[src/rtl/core/pcurve_pkg.sv]
`timescale 1ns / 1ps
// ----------------------------------------------------------------------------
// pcurve_pkg: shared types and constants of the throttle curve
// Widths, fixed scale constants, register indexes and the side-band struct
// that rides along the datapath.
// ----------------------------------------------------------------------------
package pcurve_pkg;

    localparam int CMD_W   = 16;  // signed command
    localparam int MAG_W   = 7;   // magnitude 0..100, also quotient width
    localparam int NUM_W   = 14;  // (mag - dz) * 100 <= 10000
    localparam int SQ_W    = 14;  // linear * linear <= 10000
    localparam int DUTY_W  = 15;  // unsigned duty registers
    localparam int PROD_W  = 23;  // signed (max - min) * curve
    localparam int PABS_W  = 22;  // magnitude of the above
    localparam int OUT_W   = 16;  // signed duty

    localparam int DIV_STEPS = MAG_W;

    localparam logic signed [CMD_W-1:0] CMD_LIMIT = 16'sd100;
    localparam logic [MAG_W-1:0]        PCT_FULL  = 7'd100;

    // floor(x / 100) for x <= 10000: (x * 5243) >> 19
    localparam int                SQ_RECIP_W = 13;
    localparam logic [12:0]       SQ_RECIP   = 13'd5243;
    localparam int                SQ_SHIFT   = 19;

    // floor(x / 100) for x < 2**22: (x * ceil(2**29 / 100)) >> 29
    localparam int                PCT_RECIP_W = 23;
    localparam logic [22:0]       PCT_RECIP   = 23'd5368710;
    localparam int                PCT_SHIFT   = 29;

    localparam int APB_AW = 4;
    localparam int APB_DW = 32;

    typedef enum logic [1:0] {
        REG_DEADZONE = 2'd0,
        REG_MIN_DUTY = 2'd1,
        REG_MAX_DUTY = 2'd2
    } reg_idx_t;

    typedef struct packed {
        logic zero;  // command inside deadzone
        logic neg;   // command below zero
    } side_t;

endpackage

[src/rtl/core/pcurve_div.sv]
`timescale 1ns / 1ps
// ----------------------------------------------------------------------------
// pcurve_div: pipelined restoring divider
// One quotient bit per register stage; side-band flags travel with the data.
// ----------------------------------------------------------------------------
module pcurve_div
    import pcurve_pkg::*;
(
    input  logic             clk,
    input  logic             rst_n,
    input  logic             en,
    input  logic             in_valid,
    input  logic [NUM_W-1:0] num,
    input  logic [MAG_W-1:0] den,
    input  side_t            in_side,
    output logic             out_valid,
    output logic [MAG_W-1:0] quot,
    output side_t            out_side
);

    logic [DIV_STEPS-1:0] valid_reg;
    logic [NUM_W-1:0]     rem_reg  [DIV_STEPS];
    logic [MAG_W-1:0]     den_reg  [DIV_STEPS];
    logic [MAG_W-1:0]     q_reg    [DIV_STEPS];
    side_t                side_reg [DIV_STEPS];

    for (genvar k = 0; k < DIV_STEPS; k++) begin : g_step
        localparam int B = DIV_STEPS - 1 - k;

        logic             prev_valid;
        logic [NUM_W-1:0] prev_rem;
        logic [MAG_W-1:0] prev_den;
        logic [MAG_W-1:0] prev_q;
        side_t            prev_side;
        logic [NUM_W-1:0] dshift;
        logic [NUM_W-1:0] rem_next;
        logic [MAG_W-1:0] q_next;

        if (k == 0) begin : g_first
            assign prev_valid = in_valid;
            assign prev_rem   = num;
            assign prev_den   = den;
            assign prev_q     = '0;
            assign prev_side  = in_side;
        end
        else begin : g_rest
            assign prev_valid = valid_reg[k-1];
            assign prev_rem   = rem_reg[k-1];
            assign prev_den   = den_reg[k-1];
            assign prev_q     = q_reg[k-1];
            assign prev_side  = side_reg[k-1];
        end

        assign dshift = NUM_W'(prev_den) << B;

        always_comb
        begin
            if (prev_rem >= dshift)
            begin
                rem_next = prev_rem - dshift;
                q_next   = prev_q | (MAG_W'(1) << B);
            end
            else
            begin
                rem_next = prev_rem;
                q_next   = prev_q;
            end
        end

        always_ff @(posedge clk or negedge rst_n)
        begin
            if (!rst_n)
                valid_reg[k] <= 1'b0;
            else if (en)
                valid_reg[k] <= prev_valid;
        end

        always_ff @(posedge clk)
        begin
            if (en)
            begin
                rem_reg[k]  <= rem_next;
                den_reg[k]  <= prev_den;
                q_reg[k]    <= q_next;
                side_reg[k] <= prev_side;
            end
        end
    end

    assign out_valid = valid_reg[DIV_STEPS-1];
    assign quot      = q_reg[DIV_STEPS-1];
    assign out_side  = side_reg[DIV_STEPS-1];

`ifndef SYNTHESIS
    // outside the deadzone the rescaled value never exceeds full scale
    a_quot_range: assert property (@(posedge clk) disable iff (!rst_n)
        (out_valid && !out_side.zero) |-> (quot <= PCT_FULL))
        else $error("divider quotient above full scale");

    a_hold: assert property (@(posedge clk) disable iff (!rst_n)
        !en |=> ($stable(valid_reg) && $stable(quot) && $stable(out_side)))
        else $error("divider pipeline moved while stalled");

    a_enter: assert property (@(posedge clk) disable iff (!rst_n)
        (en && in_valid) |=> valid_reg[0])
        else $error("transfer lost at divider entry");
`endif

endmodule

[src/rtl/core/percent_to_pwm_curve.sv]
`timescale 1ns / 1ps
// ----------------------------------------------------------------------------
// percent_to_pwm_curve: deadband plus quadratic throttle curve
//
// s_axis carries a signed percent command (tdata[15:0]); m_axis returns the
// signed PWM duty (tdata[15:0]), one result per command, in order.
// The command is clamped to +/-100, zeroed inside the deadzone, rescaled
// over the span above it, squared, scaled between min and max duty, clamped
// and given back its sign.
// Throughput: one command per cycle while the output is not stalled; the
// datapath is a 15-stage pipeline, the linear rescale being a 7-stage
// restoring divider (one bit per stage).
// Stall: when the output register holds a result that is not taken, the
// whole pipeline freezes and s_axis_tready drops; nothing is lost.
// Reset: pipeline emptied, deadzone 5, min duty 0, max duty 255.
// Registers (APB, byte address): 0x0 deadzone_percent, 0x4
// min_effective_duty, 0x8 max_duty. Write them only while the block is idle.
// ----------------------------------------------------------------------------
module percent_to_pwm_curve
    import pcurve_pkg::*;
(
    input  logic              clk,
    input  logic              rst_n,
    // APB configuration
    input  logic              psel,
    input  logic              penable,
    input  logic              pwrite,
    input  logic [APB_AW-1:0] paddr,
    input  logic [APB_DW-1:0] pwdata,
    output logic [APB_DW-1:0] prdata,
    output logic              pready,
    // command stream
    input  logic              s_axis_tvalid,
    output logic              s_axis_tready,
    input  logic [15:0]       s_axis_tdata,  // [15:0] command_percent
    // duty stream
    output logic              m_axis_tvalid,
    input  logic              m_axis_tready,
    output logic [15:0]       m_axis_tdata   // [15:0] signed_duty
);

    // ---------------- configuration ----------------
    logic [MAG_W-1:0]  dz_reg;
    logic [DUTY_W-1:0] mn_reg;
    logic [DUTY_W-1:0] mx_reg;
    logic              cfg_wr;
    reg_idx_t          cfg_idx;

    assign pready  = 1'b1;
    assign cfg_wr  = psel && penable && pwrite && pready;
    assign cfg_idx = reg_idx_t'(paddr[3:2]);

    always_ff @(posedge clk or negedge rst_n)
    begin
        if (!rst_n)
        begin
            dz_reg <= MAG_W'(5);
            mn_reg <= '0;
            mx_reg <= DUTY_W'(255);
        end
        else if (cfg_wr)
        begin
            case (cfg_idx)
                REG_DEADZONE: dz_reg <= pwdata[MAG_W-1:0];
                REG_MIN_DUTY: mn_reg <= pwdata[DUTY_W-1:0];
                REG_MAX_DUTY: mx_reg <= pwdata[DUTY_W-1:0];
                default: ;
            endcase
        end
    end

    always_comb
    begin
        case (cfg_idx)
            REG_DEADZONE: prdata = APB_DW'(dz_reg);
            REG_MIN_DUTY: prdata = APB_DW'(mn_reg);
            REG_MAX_DUTY: prdata = APB_DW'(mx_reg);
            default:      prdata = '0;
        endcase
    end

    // ---------------- pipeline control ----------------
    logic en;
    logic in_xfer;

    assign en            = !m_axis_tvalid || m_axis_tready;
    assign s_axis_tready = en;
    assign in_xfer       = s_axis_tvalid && s_axis_tready;

    // stage 1: clamp, sign/magnitude, deadzone test, divider operands
    logic signed [CMD_W-1:0] cmd;
    logic signed [CMD_W-1:0] cmd_sat;
    logic [MAG_W-1:0]        mag;
    logic [MAG_W-1:0]        over_dz;
    logic [NUM_W-1:0]        s1_num_next;
    logic [MAG_W-1:0]        s1_den_next;
    side_t                   s1_side_next;

    always_comb
    begin
        cmd = $signed(s_axis_tdata);
        if (cmd > CMD_LIMIT)
            cmd_sat = CMD_LIMIT;
        else if (cmd < -CMD_LIMIT)
            cmd_sat = -CMD_LIMIT;
        else
            cmd_sat = cmd;
        s1_side_next.neg = cmd_sat[CMD_W-1];
        mag = s1_side_next.neg ? MAG_W'(-cmd_sat) : MAG_W'(cmd_sat);
        s1_side_next.zero = (mag <= dz_reg);
        // only meaningful outside the deadzone, where dz <= 99
        over_dz     = mag - dz_reg;
        s1_num_next = NUM_W'(over_dz) * NUM_W'(PCT_FULL);
        s1_den_next = PCT_FULL - dz_reg;
    end

    logic             s1_valid_reg;
    logic [NUM_W-1:0] s1_num_reg;
    logic [MAG_W-1:0] s1_den_reg;
    side_t            s1_side_reg;

    // stages 2..8: linear = num / den
    logic             dv_valid;
    logic [MAG_W-1:0] dv_quot;
    side_t            dv_side;

    pcurve_div u_div (
        .clk       (clk),
        .rst_n     (rst_n),
        .en        (en),
        .in_valid  (s1_valid_reg),
        .num       (s1_num_reg),
        .den       (s1_den_reg),
        .in_side   (s1_side_reg),
        .out_valid (dv_valid),
        .quot      (dv_quot),
        .out_side  (dv_side)
    );

    // stage 9: square
    logic [SQ_W-1:0] sq_next;
    logic            sq_valid_reg;
    logic [SQ_W-1:0] sq_reg;
    side_t           sq_side_reg;

    assign sq_next = SQ_W'(dv_quot) * SQ_W'(dv_quot);

    // stage 10: curve = square / 100
    logic [SQ_W+SQ_RECIP_W-1:0] cv_prod;
    logic [MAG_W-1:0]           cv_next;
    logic                       cv_valid_reg;
    logic [MAG_W-1:0]           cv_reg;
    side_t                      cv_side_reg;

    assign cv_prod = (SQ_W+SQ_RECIP_W)'(sq_reg) * (SQ_W+SQ_RECIP_W)'(SQ_RECIP);
    assign cv_next = cv_prod[SQ_SHIFT +: MAG_W];

    // stage 11: (max - min) * curve
    logic signed [OUT_W:0]    span;
    logic signed [PROD_W:0]   pr_full;
    logic signed [PROD_W-1:0] pr_next;
    logic                     pr_valid_reg;
    logic signed [PROD_W-1:0] pr_reg;
    side_t                    pr_side_reg;

    assign span    = $signed({2'b00, mx_reg}) - $signed({2'b00, mn_reg});
    assign pr_full = (PROD_W+1)'(span) * $signed({1'b0, cv_reg});
    assign pr_next = pr_full[PROD_W-1:0];

    // stage 12: magnitude of the product
    logic [PABS_W-1:0] ab_next;
    logic              ab_valid_reg;
    logic [PABS_W-1:0] ab_reg;
    logic              ab_pneg_reg;
    side_t             ab_side_reg;

    assign ab_next = pr_reg[PROD_W-1] ? PABS_W'(-pr_reg) : PABS_W'(pr_reg);

    // stage 13: magnitude / 100, truncation toward zero
    logic [PABS_W+PCT_RECIP_W-1:0] qt_prod;
    logic [DUTY_W-1:0]             qt_next;
    logic                          qt_valid_reg;
    logic [DUTY_W-1:0]             qt_reg;
    logic                          qt_pneg_reg;
    side_t                         qt_side_reg;

    assign qt_prod = (PABS_W+PCT_RECIP_W)'(ab_reg) * (PABS_W+PCT_RECIP_W)'(PCT_RECIP);
    assign qt_next = qt_prod[PCT_SHIFT +: DUTY_W];

    // stage 14: offset by min duty and clamp to 0..max
    logic signed [DUTY_W+1:0] dt_sum;
    logic [DUTY_W-1:0]        dt_next;
    logic                     dt_valid_reg;
    logic [DUTY_W-1:0]        dt_reg;
    side_t                    dt_side_reg;

    always_comb
    begin
        if (qt_pneg_reg)
            dt_sum = $signed({2'b00, mn_reg}) - $signed({2'b00, qt_reg});
        else
            dt_sum = $signed({2'b00, mn_reg}) + $signed({2'b00, qt_reg});
        if (dt_sum < 0)
            dt_next = '0;
        else if (dt_sum > $signed({2'b00, mx_reg}))
            dt_next = mx_reg;
        else
            dt_next = dt_sum[DUTY_W-1:0];
    end

    // stage 15: output register, sign restored
    logic             out_valid_reg;
    logic [OUT_W-1:0] out_data_reg;
    logic [OUT_W-1:0] out_data_next;

    always_comb
    begin
        if (dt_side_reg.zero)
            out_data_next = '0;
        else if (dt_side_reg.neg)
            out_data_next = -OUT_W'(dt_reg);
        else
            out_data_next = OUT_W'(dt_reg);
    end

    always_ff @(posedge clk or negedge rst_n)
    begin
        if (!rst_n)
        begin
            s1_valid_reg  <= 1'b0;
            sq_valid_reg  <= 1'b0;
            cv_valid_reg  <= 1'b0;
            pr_valid_reg  <= 1'b0;
            ab_valid_reg  <= 1'b0;
            qt_valid_reg  <= 1'b0;
            dt_valid_reg  <= 1'b0;
            out_valid_reg <= 1'b0;
        end
        else if (en)
        begin
            s1_valid_reg  <= in_xfer;
            sq_valid_reg  <= dv_valid;
            cv_valid_reg  <= sq_valid_reg;
            pr_valid_reg  <= cv_valid_reg;
            ab_valid_reg  <= pr_valid_reg;
            qt_valid_reg  <= ab_valid_reg;
            dt_valid_reg  <= qt_valid_reg;
            out_valid_reg <= dt_valid_reg;
        end
    end

    always_ff @(posedge clk)
    begin
        if (en)
        begin
            s1_num_reg   <= s1_num_next;
            s1_den_reg   <= s1_den_next;
            s1_side_reg  <= s1_side_next;
            sq_reg       <= sq_next;
            sq_side_reg  <= dv_side;
            cv_reg       <= cv_next;
            cv_side_reg  <= sq_side_reg;
            pr_reg       <= pr_next;
            pr_side_reg  <= cv_side_reg;
            ab_reg       <= ab_next;
            ab_pneg_reg  <= pr_reg[PROD_W-1];
            ab_side_reg  <= pr_side_reg;
            qt_reg       <= qt_next;
            qt_pneg_reg  <= ab_pneg_reg;
            qt_side_reg  <= ab_side_reg;
            dt_reg       <= dt_next;
            dt_side_reg  <= qt_side_reg;
            out_data_reg <= out_data_next;
        end
    end

    assign m_axis_tvalid = out_valid_reg;
    assign m_axis_tdata  = out_data_reg;

`ifndef SYNTHESIS
    a_stall_blocks_input: assert property (@(posedge clk) disable iff (!rst_n)
        (m_axis_tvalid && !m_axis_tready) |-> !s_axis_tready)
        else $error("input taken while output stalled");

    a_duty_bound: assert property (@(posedge clk) disable iff (!rst_n)
        m_axis_tvalid |->
            (($signed(m_axis_tdata) <= $signed({1'b0, mx_reg})) &&
             ($signed(m_axis_tdata) >= -$signed({1'b0, mx_reg}))))
        else $error("duty magnitude above max_duty");

    a_entry: assert property (@(posedge clk) disable iff (!rst_n)
        in_xfer |=> s1_valid_reg)
        else $error("accepted transfer not in first stage");
`endif

endmodule
[config.mk]
export PLATFORM = sky130hd
export DESIGN_NAME = percent_to_pwm_curve
export DESIGN_NICKNAME = d
export VERILOG_FILES = /design/src/rtl/core/pcurve_pkg.sv /design/src/rtl/core/pcurve_div.sv /design/src/rtl/core/percent_to_pwm_curve.sv
export SDC_FILE = /design/constraint.sdc
export NUM_CORES = 2
export LEC_CHECK = 0
export ABC_AREA = 1
export BUFFER_PORTS_ARGS = -buffer_cell sky130_fd_sc_hd__buf_2
export CORE_MARGIN = 3
export CORE_UTILIZATION = 65
export DETAILED_ROUTE_END_ITERATION = 8
export MAX_ROUTING_LAYER = met4
export PLACE_DENSITY = 0.83
export SYNTH_ARGS = -nofsm -noshare
export SYNTH_HDL_FRONTEND = slang
export SYNTH_SLANG_ARGS = --single-unit
export TNS_END_PERCENT = 1
[constraint.sdc]
create_clock -name clk -period 14.4 [get_ports clk]
set_clock_uncertainty 0.2 [all_clocks]
set_input_delay 0.72 -clock clk [delete_from_list [all_inputs] [get_ports clk]]
set_output_delay 0.72 -clock clk [all_outputs]
set_load 0.01 [all_outputs]
---- After elaboration in Yosys (flattened, before gate mapping) ----
Memories as Yosys holds them, arrays and structs flattened. A register that Yosys moved wholly into a read port is not among the register bits.
Index checks and enable logic that the tools add are counted.
operators by class
  reduce and logical (&&, ||, !) cells .... 10
  $add $sub $neg .......................... 15
  multipliers ............................. 5
  eq/ne operators ......................... 2
  magnitude comparators ................... 12
  bitwise operators ....................... 1
  mux-type cells .......................... 24
operators with widths
  cell                      number
  $mux W14                  7
  $pmux W15 S3              1
  $mul A22 B22 Y43 const B  1
  $mux W16                  2
  $sub A15 B15 Y16          2
  $mux W15                  2
  $mul A14 B13 Y26 const B  1
  $mul A16 B8 Y23           1
  $mux W22                  1
  $neg A22 Y22              1
  $gt A17 B16 Y1            1
  $lt A17 B1 Y1 const B     1
  $mux W17                  1
  $add A15 B15 Y16          1
  $gt A16 B8 Y1 const B     1
  $lt A16 B8 Y1 const B     1
  $neg A15 Y16              1
  $ge A14 B10 Y1            1
  $ge A14 B11 Y1            1
  $ge A14 B12 Y1            1
  $ge A14 B13 Y1            1
  $ge A14 B7 Y1             1
  $ge A14 B8 Y1             1
  $ge A14 B9 Y1             1
  29 further kinds          36
storage, ports and cells
  input port bits ......................... 59
  bits in writable memories ............... 210
  output and inout bits ................... 51
  bits in registers ....................... 197
  memories ................................ 4
memory list
  name            depth  width  read ports  clocked after memory_dff  wr ports  RTL line          source
  u_div.rem_reg   7      14     6           0                         7         pcurve_div.sv:22  logic [NUM_W-1:0] rem_reg [DIV_STEPS];
  u_div.den_reg   7      7      6           0                         7         pcurve_div.sv:23  logic [MAG_W-1:0] den_reg [DIV_STEPS];
  u_div.q_reg     7      7      7           0                         7         pcurve_div.sv:24  logic [MAG_W-1:0] q_reg [DIV_STEPS];
  u_div.side_reg  7      2      7           1                         7         pcurve_div.sv:25  side_t side_reg [DIV_STEPS];

---- Depth between registers and ports, before layout ----
  depth in word-level cells ............... 7
  mapped depth ............................ 32
  depth with buffers taken out ............ 32

---- Cells and area by module ----
Synthesis repeated with hierarchy kept, for this count alone.
second synthesis, totals
  cells, all modules ...................... 4490
  area, all modules ....................... 38931.1 um^2
modules (own cells, without submodules)
  module                area an instance (um^2)  sequential area each (um^2)  cells an instance  times used
  percent_to_pwm_curve  29528.3                  5522.8                       3473               1
  pcurve_div            9402.8                   5220.0                       1017               1

---- Least setup slack after synthesis ----
Ideal clock, no wire load.
  path type ............................... input to register
  start ................................... in m_axis_tready
  end ..................................... reg sq_valid_reg
  data required time ...................... 13702 ps
  path buffers ............................ 1
  path slack .............................. 4028 ps
  stages .................................. 4
  setup time .............................. 498 ps
  data arrival time ....................... 9674 ps
  path through ............................ inv_1 nand2_1 clkbuf_1 a21oi_1
between the ends
  word-level cells in the longest chain between the ends .. 1
RTL lines
  what                  RTL line                     source
  from (decl)           percent_to_pwm_curve.sv:38   input logic m_axis_tready,
  $logic_or A1 B1 Y1    percent_to_pwm_curve.sv:86   assign en = !m_axis_tvalid || m_axis_tready;
  via s_axis_tready     percent_to_pwm_curve.sv:34   output logic s_axis_tready,
  to (signal assigned)  percent_to_pwm_curve.sv:242  sq_valid_reg <= dv_valid;
  to (decl)             percent_to_pwm_curve.sv:142  logic sq_valid_reg;
The timed path passes the listed nets, and every way through them passes these cells.
A chain may end at the register's enable or synchronous reset.

---- Worst setup path after layout ----
  start ................................... reg mx_reg[0]
  end ..................................... reg pr_reg[18] (data pin)
between the ends
  word-level cells in the longest chain between the ends .. 2
RTL lines
  what                    RTL line                     source
  from (decl)             percent_to_pwm_curve.sv:45   logic [DUTY_W-1:0] mx_reg;
  from (signal assigned)  percent_to_pwm_curve.sv:66   REG_MAX_DUTY: mx_reg <= pwdata[DUTY_W-1:0];
  $sub A15 B15 Y16        percent_to_pwm_curve.sv:166  assign span = $signed({2'b00, mx_reg}) - $signed({2'b00, mn_reg});
  $mul A16 B8 Y23         percent_to_pwm_curve.sv:167  assign pr_full = (PROD_W+1)'(span) * $signed({1'b0, cv_reg});
  via pr_full[18]         percent_to_pwm_curve.sv:160  logic signed [PROD_W:0] pr_full;
  to (signal assigned)    percent_to_pwm_curve.sv:263  pr_reg <= pr_next;
  to (decl)               percent_to_pwm_curve.sv:163  logic signed [PROD_W-1:0] pr_reg;
The timed path passes the listed nets, and every way through them passes these cells.

==> flow_metrics.py <==
metrics = {
    "yosys": {
        "synth-seq-area-share_pct": 27.7,
        "synth.top_cell.area_share_pct": 24.2,
        "ys_types": 60,
        "synth_warnings": 0,
        "ys.flop_type": "edfxtp_1",
        "synth-edff-count": 303,
        "syn_area_um2": 37500,
        "synth.area.top_cells": "edfxtp_1 24%, fa_1 18%, ha_1 18%, inv_1 9.6%, nand2_1 6.4%",
        "syn_avg_cell_area_um2": 8.94,
        "synthCells": 4199,
        "synth_top_area_cell": "edfxtp_1",
        "synthArstFlopShare_pct": 14.6,
        "synth_seq_cells": 355,
    },
    "setup_path": {
        "crit_path_end_kind": "register",
        "critPathArrivalTime_ns": 6.63,
        "cp.required_ns": 14.49,
        "rrSetupSlack_ns": 7.86,
        "start_kind": "register",
        "crit_fanout": 5,
        "timing.rr.start": "mx_reg[0]$_DFFE_PN1P_",
        "r2r-end": "pr_reg[18]$_DFFE_PN_",
        "worst-r2r-cell-count": 25,
        "crit_type": "reg -> reg",
    },
    "floorplan": {
        "start_util_pct": 66.2,
        "fp.dieW_um": 246,
        "die_h_um": 246,
        "fp-row-count": 87,
        "coreArea_um2": 56700,
        "dieArea_um2": 60700,
        "ioPinCount": 110,
    },
    "sta": {
        "hold_violations": 0,
        "setup_viol": 0,
        "fin_crit_sh_pct": 45.4,
        "fmax_mhz": 153,
        "fin_tns_setup_ns": 0,
        "maxSlewHeadroom_pct": 25.5,
        "drv_slew": 0,
        "post-route-min-period_ns": 6.54,
        "rsz0062_at_grt": "no",
        "worstMarginPinSlew_ns": 1.12,
    },
    "clock_network": {
        "cts-resized-gates": 0,
        "clk_latency_ns": 0.59,
        "cts-root-buf": "clkbuf_16",
        "cts_tree": "done",
        "cts-hold-fix-buffers": 0,
        "cts_buffers": 39,
        "cts_max_level": 2,
        "clockBufferDepth": 3,
        "post-cts-setup-buffers": 0,
        "cts_sinks": 355,
        "clk_pin_slew_worst_paths_ns": 0.07,
    },
    "placement": {
        "place.port_buffers": 72,
        "post-dp-hpwl_um": 67500,
        "gp_congestion": 0.993,
    },
    "global_route": {
        "grt_pass1_wl_um": 138000,
        "antenna_found_initial": 0,
        "grt_usage_pct": 29.3,
        "grt_overflow": 0,
        "grt_pass1_vias": 28100,
        "grt_max_degree": 203,
    },
    "final_layout": {
        "n_fill_cell": 4232,
        "final_nets": 5215,
        "largest_reg_flops": 73,
        "syn_to_final_growth_pct": 6.22,
        "drive_above_1_share_pct": 4.51,
        "diodes": 0,
    },
    "min_path": {
        "hold_class": "in -> async",
    },
    "routing": {
        "drtPass1Iterations": 5,
        "wl_per_cell_um": 16.4,
        "drt_iter0_drc": 2174,
        "drc": 0,
        "wirelength_um": 82800,
        "routed_via_density": 5.51,
        "ant_nets": 0,
        "vias": 27900,
    },
    "flow_run": {
        "drv_cap": 0,
    },
    "outcome": {
        "outcome": "complete, no violations",
    },
}
==> cell usage in the layout (no fill, tap or decap), drive strengths merged, types with 42 or more instances in the layout <==
cell type and instances:
xnor2 52, nand3 134, inv 971, buf 74
edfxtp 303, fa 346, clkbuf 49, nand4 42
nand2 650, nor2 351, a21oi 226, o21ai 194
dfrtp 42, ha 538, xor2 93
==> worst max-delay path, cell delays in order, from the launching register on <==
cell and delay, ns:
dfstp_2 0.56, inv_1 0.06, ha_1 0.20, fa_1 0.40, inv_1 0.07, nand3_1 0.06
nand2_1 0.18, a21boi_2 0.11, o21ai_1 0.23, xor2_1 0.34, nand2_1 0.13, fa_1 0.52
inv_1 0.05, fa_1 0.49, fa_1 0.56, inv_1 0.06, fa_1 0.53, inv_1 0.04
ha_1 0.37, a21oi_1 0.30, o21ai_0 0.19, a21oi_1 0.16, o21ai_0 0.15, nand3_1 0.10
nand2_1 0.06, xor2_1 0.15
==> kinds of logic after synthesis <==
logic type               count (synthesis)  share of synthesized area [%]
AO/OA/AOI/OAI                          514                           7.55
XOR/XNOR                               145                           3.38
adder cells (fa/ha/maj)                884                           36.4
buffers and inverters                 1031                           10.7
flip-flops                             355                           27.7
multiplexers                             8                          0.240
other                                    2                         0.0200
AND/OR/NAND/NOR                       1260                           14.0
==> worst max path at each step <==
stage	startpoint	endpoint	slack, ns	cells past startpoint
final	mx_reg[0]$_DFFE_PN1P_	pr_reg[18]$_DFFE_PN_	7.86	25
after global routing	mx_reg[0]$_DFFE_PN1P_	pr_reg[18]$_DFFE_PN_	7.45	26
after CTS	mx_reg[0]$_DFFE_PN1P_	pr_reg[18]$_DFFE_PN_	7.93	25
after detailed placement	mx_reg[0]$_DFFE_PN1P_	pr_reg[18]$_DFFE_PN_	7.96	25
after global placement	mx_reg[0]$_DFFE_PN1P_	pr_reg[18]$_DFFE_PN_	7.99	25
after floorplan	m_axis_tready	sq_valid_reg$_DFFE_PN0N_	4.03	4
==> metal layers <==
| layer | GRT usage [%] | share of wire [%] |
|---|---|---|
| met1 | 39.9 | 43 |
| met3 | 3.82 | 7.0 |
| met4 | 6.68 | 2.2 |
| met5 | - | 0 |
| met2 | 47.4 | 48 |
==> cell usage after synthesis, drive strengths merged, types with 22 or more instances <==
library cell,instances
inv,967
nand2,650
ha,538
nor2,351
fa,346
edfxtp,303
a21oi,226
o21ai,194
nand3,134
xor2,93
xnor2,52
dfrtp,42
nand4,42
nor3,39
buf,37
clkbuf,25
o21bai,22
==> metrics by stage <==
| stage | cell area, µm² | worst slack [ns] | hold WS (ns) | util, % | cells |
|---|---|---|---|---|---|
| after floorplan | 37600 | 4.03 | 0.200 | - | 4219 |
| after global placement | 38600 | 7.99 | 0.201 | 68.0 | 4987 |
| after detailed placement | 38600 | 7.96 | 0.205 | 68.0 | 4987 |
| after CTS | 39900 | 7.93 | 0.154 | 70.3 | 5059 |
| after global routing | 39900 | 7.45 | 0.163 | 70.3 | 5059 |
| final | 39900 | 7.86 | 0.152 | 70.3 | 5059 |
==> final cells by class <==
cell class,count,area (µm²),area share [%]
Multi-Input combinational cell,2833,23200,58.2
Sequential cell,355,10400,26.1
Inverter,969,3640,9.12
Clock buffer,49,1040,2.62
Tap cell,756,946,2.37
Timing Repair Buffer,74,388,0.973
Clock inverter,23,234,0.587
Power is not shown: default switching activity piles up to over one toggle a cycle in this logic, so the estimate is an artifact.
